$ cat config.mk
export PLATFORM = sky130hd
export DESIGN_NAME = wfct_cell
export DESIGN_NICKNAME = d
export VERILOG_FILES = /design/src/wfct_pkg.sv /design/src/wfct_cell.sv
export SDC_FILE = /design/constraint.sdc
export NUM_CORES = 1
export LEC_CHECK = 0
export ABC_AREA = 1
export BUFFER_PORTS_ARGS = -buffer_cell sky130_fd_sc_hd__buf_4
export CORE_MARGIN = 3
export CORE_UTILIZATION = 35
export DETAILED_ROUTE_END_ITERATION = 12
export SETUP_SLACK_MARGIN = 0.4
export SLEW_MARGIN = 30
export SYNTH_ARGS = -nofsm -noshare
export SYNTH_HDL_FRONTEND = slang
export SYNTH_SLANG_ARGS = --single-unit
$ cat constraint.sdc
create_clock -name clk -period 3.6 [get_ports clk]
set_input_delay 0.18 -clock clk [delete_from_list [all_inputs] [get_ports clk]]
set_output_delay 0.18 -clock clk [all_outputs]
set_load 0.005 [all_outputs]
$ cat src/wfct_pkg.sv
// Shared types and constants for the weighted frequency count transform.
// No dependencies; every other file refers to it by scoped names.
package wfct_pkg;

    localparam int ALPHABET_SIZE_DEFAULT = 256;
    localparam int VALUE_W     = 8;
    localparam int WEIGHT_W    = 17;
    localparam int PERIOD_W    = 16;
    localparam int CFG_INDEX_W = 2;
    localparam int CFG_DATA_W  = 16;

    localparam logic [WEIGHT_W-1:0] WEIGHT_MAX   = {WEIGHT_W{1'b1}};
    localparam logic [PERIOD_W-1:0] PERIOD_RESET = 16'd4096;
    localparam logic [PERIOD_W-1:0] LIMIT_RESET  = 16'd1024;

    localparam logic [CFG_INDEX_W-1:0] CFG_DIRECTION      = 2'd0;
    localparam logic [CFG_INDEX_W-1:0] CFG_HALVING_PERIOD = 2'd1;
    localparam logic [CFG_INDEX_W-1:0] CFG_WEIGHT_LIMIT   = 2'd2;

    typedef enum logic [2:0] {
        S_IDLE   = 3'b001,
        S_FIND   = 3'b010,
        S_UPDATE = 3'b100
    } state_t;

    typedef struct packed {
        logic                clear;
        logic                update;
        logic                halve;
        logic                direction;
        logic [WEIGHT_W-1:0] weight;
    } cell_ctrl_t;

endpackage

$ cat src/wfct_cell.sv
// One list entry: a symbol and its weight, compared in place and shifted
// toward the tail from its neighbor. Depends on wfct_pkg.
module wfct_cell #(
    parameter int INDEX = 0,
    parameter int SYM_W = 8
) (
    input  logic                          clk,
    input  logic                          rst_n,
    input  wfct_pkg::cell_ctrl_t          ctrl,
    input  logic [SYM_W-1:0]              key,
    input  logic [SYM_W-1:0]              pos,
    input  logic [SYM_W-1:0]              sym_new,
    input  logic [SYM_W-1:0]              prev_sym,
    input  logic [wfct_pkg::WEIGHT_W-1:0] prev_wt,
    output logic [SYM_W-1:0]              sym,
    output logic [wfct_pkg::WEIGHT_W-1:0] wt,
    output logic                          match
);

    localparam logic [SYM_W-1:0] IDX = SYM_W'(INDEX);

    logic [SYM_W-1:0]              sym_reg, sym_next;
    logic [wfct_pkg::WEIGHT_W-1:0] wt_reg, wt_next, wt_moved;
    logic                          take, head;

    assign sym   = ctrl.clear ? IDX : sym_reg;
    assign wt    = ctrl.clear ? '0 : wt_reg;
    assign match = ctrl.direction ? (IDX == key) : (sym == key);

    always_comb
    begin
        take     = (IDX <= pos) && (wt_reg <= ctrl.weight);
        head     = (INDEX == 0) || (prev_wt > ctrl.weight);
        sym_next = sym_reg;
        wt_moved = wt_reg;
        if (take)
        begin
            sym_next = head ? sym_new : prev_sym;
            wt_moved = head ? ctrl.weight : prev_wt;
        end
        wt_next = ctrl.halve ? (wt_moved >> 1) : wt_moved;
    end

    always_ff @(posedge clk or negedge rst_n)
    begin
        if (!rst_n)
        begin
            sym_reg <= IDX;
            wt_reg  <= '0;
        end
        else if (ctrl.clear)
        begin
            sym_reg <= IDX;
            wt_reg  <= '0;
        end
        else if (ctrl.update)
        begin
            sym_reg <= sym_next;
            wt_reg  <= wt_next;
        end
    end

endmodule

==> metrics.cfg <==
[yosys]
ys_warn_count=0
synth_area_sq_um=2080
yosysTopAreaCellShare=0.300
synth-seq-area-share=0.300
avgSynthCellArea_sq_um=6.66
syn-instance-count=313
synth_nets=402
synth_top_area_cell=dfrtp_1
ys_types=25
synth_seq_cells=25
synth_area_leaders=dfrtp_1 (30%), nand3_1 (17%), nand2_1 (12%)

[power]
leakagePower_nw=1.49
p_sw_frac=0.359
pwr-share-clk=0.223
power.share.combinational=0.357
p_switching_w=0.000281
p_int_w=0.000503
p_seq_frac=0.420
ir_worst_vdd_v=0.000192
power.density_nw_per_um2=293

[route]
via_per_inst=4.88
num_vias=2182
drtIter0Drc=113
drt_wl_total_mm=5.77
firstDrtPassIters=4
wl_per_cell_um=12.9
drc=0
drtAntennaViolNets=0

[global_route]
antenna_found_initial=0
grt_max_degree=30
grt_pass1_vias=2155
grtUsageTotal=0.168
overflow=0
grt_pass1_wl_mm=9.97

[clocking]
cts_num_sinks=25
cts_repair_resize_count=0
tritoncts=built
cts_hold_buffers=1
worstSkewPairLatency_ns=0.27
cts_root_buffer=clkbuf_8
cts_buffer_depth=2
cts_setup_buffers=0
ctsHtreeMaxLevel=1
clkTransAtPathRegs_ns=0.10
cts_buffers=3

[sta]
fmax_mhz=445
fin_crit_sh=0.625
relSlewSlack=0.451
worst_slew_pin_slew_ns=0.823
setup-tns-final_ns=0
setup_viol_count_final=0
rsz0062_at_grt=false
fin_crit_ns=2.25
hold_ws_ns=0.115
finClkSkew_ns=0.00590
finalHoldViolCount=0
slew_violations=0

[setup_path]
cp_max_fo=18
critPathTopFamily=simple AND/OR/NAND/NOR gates
worstSetupPathType=flip-flop to flip-flop
crit_arrival_ns=2.40
crit_chain=ha_1, nand2_1, inv_1, nand2_1, nand2_1, a21oi_1, nand3_4, nand2_4, nand2_2, nand2_2, o21ai_0
cpMaxStageDelayCell=dfrtp_1
crit_buf_inv=1
crit_path_max_incr_delay_ns=0.40
crit_path_start_kind=flip-flop
end_kind=flip-flop
cp_common_cell=nand2_1
required_ns=3.75

[final_layout]
nFillCells=598
largest_register_ffs=17
syn_to_final_growth_pct=28.4
num-nets-final=465
mostFrequentLayoutCell=nand3_1
most-common-layout-cells=nand3_1 (69), nand2_1 (68), buf_4 (66)
drive_above_1_share=0.216
antenna_cells=0

[floorplanning]
dieWidth_um=83.2
core_area_sq_um=5640
start_util=0.369
fp-row-count=27
die_y_um=83.2
io_pins=98
dieArea_sq_um=6920

[placement]
dp.final_hpwl_mm=4.30
gp_congestion=0.805
portBuffers=64

[worst_hold_path]
hold_path.class=primary input to flip-flop

[status]
outcome=finished, final reports clean

[flow_run]
max-cap-violations=0

-- layer usage --
metal	GRT usage	vias up	part of all wire
li1	-	1126	-
met1	0.225	987	0.45
met2	0.293	67	0.49
met3	0.0238	2	0.056
met4	0.0223	0	0.0055
met5	0	-	0
-- kinds of logic after synthesis --
group                      synth area share
and+or+nand+nor                       0.409
buffers and inverters                 0.121
DFF                                   0.300
AOI/OAI and AO/OA                    0.0468
adders and majority gates             0.102
xor gates and xnor gates             0.0210
-- final timing paths --
check | cells past startpoint | end | from | slack [ns]
max reg2reg | 11 | sym_reg[0] | wt_reg[16] | 1.35
max in group asynchronous | 2 | sym_reg[6] | rst_n | 3.00
max | 11 | sym_reg[0] | wt_reg[16] | 1.35
min in group asynchronous | 2 | sym_reg[7] | rst_n | 0.35
min | 3 | sym_reg[7] | sym_new[7] | 0.12
min reg2reg | 2 | sym_reg[4] | sym_reg[4] | 0.53
-- synth_stat cells, drive strengths merged --
cell / instances
dfrtp: 25
nand4: 3
nor2: 34
xnor2: 1
inv: 54
xor2: 4
a21oi: 6
nor3: 3
nand3: 71
nand2: 72
clkbuf: 1
o21ai: 12
nor4: 2
buf: 8
ha: 17
-- worst reg2reg max path, stage by stage, from the launching register on --
cell and delay [ns]:
dfrtp_1 0.40, ha_1 0.29, nand2_1 0.11, inv_1 0.05, nand2_1 0.05, nand2_1 0.05
a21oi_1 0.22, nand3_4 0.30, nand2_4 0.30, nand2_2 0.12, nand2_2 0.13, o21ai_0 0.10
-- layout make-up --
type	instances	area (sq um)	share of cell area
repair buffers	67	505	0.189
flip-flops and latches	25	626	0.234
well taps	72	90.1	0.0337
inverters	54	203	0.0757
clock buffers	3	41.3	0.0154
clock inverters	1	5.00	0.00187
multi-input cells	225	1210	0.451
-- power by group through the flow --
stage | combinational [W] | sequential (W) | clock [W]
2_1_floorplan | 0.000178 | 0.000329 | 0
3_3_place_gp | 0.000276 | 0.000334 | 0
3_5_place_dp | 0.000281 | 0.000335 | 0
4_1_cts | 0.000283 | 0.000329 | 0.000179
5_1_grt | 0.000322 | 0.000334 | 0.000190
6_report | 0.000280 | 0.000330 | 0.000175
-- stage by stage --
stage	total power [W]	setup WS, ns	util	cells	cell area [sq um]
6_report	0.000785	1.35	0.474	447	2680
3_5_place_dp	0.000616	1.36	0.464	442	2620
4_1_cts	0.000792	1.33	0.474	447	2680
5_1_grt	0.000846	1.15	0.474	447	2680
3_3_place_gp	0.000610	1.42	0.464	442	2620
2_1_floorplan	0.000507	1.84	-	313	2080
No activity file was read; power rests on OpenSTA's default activity.
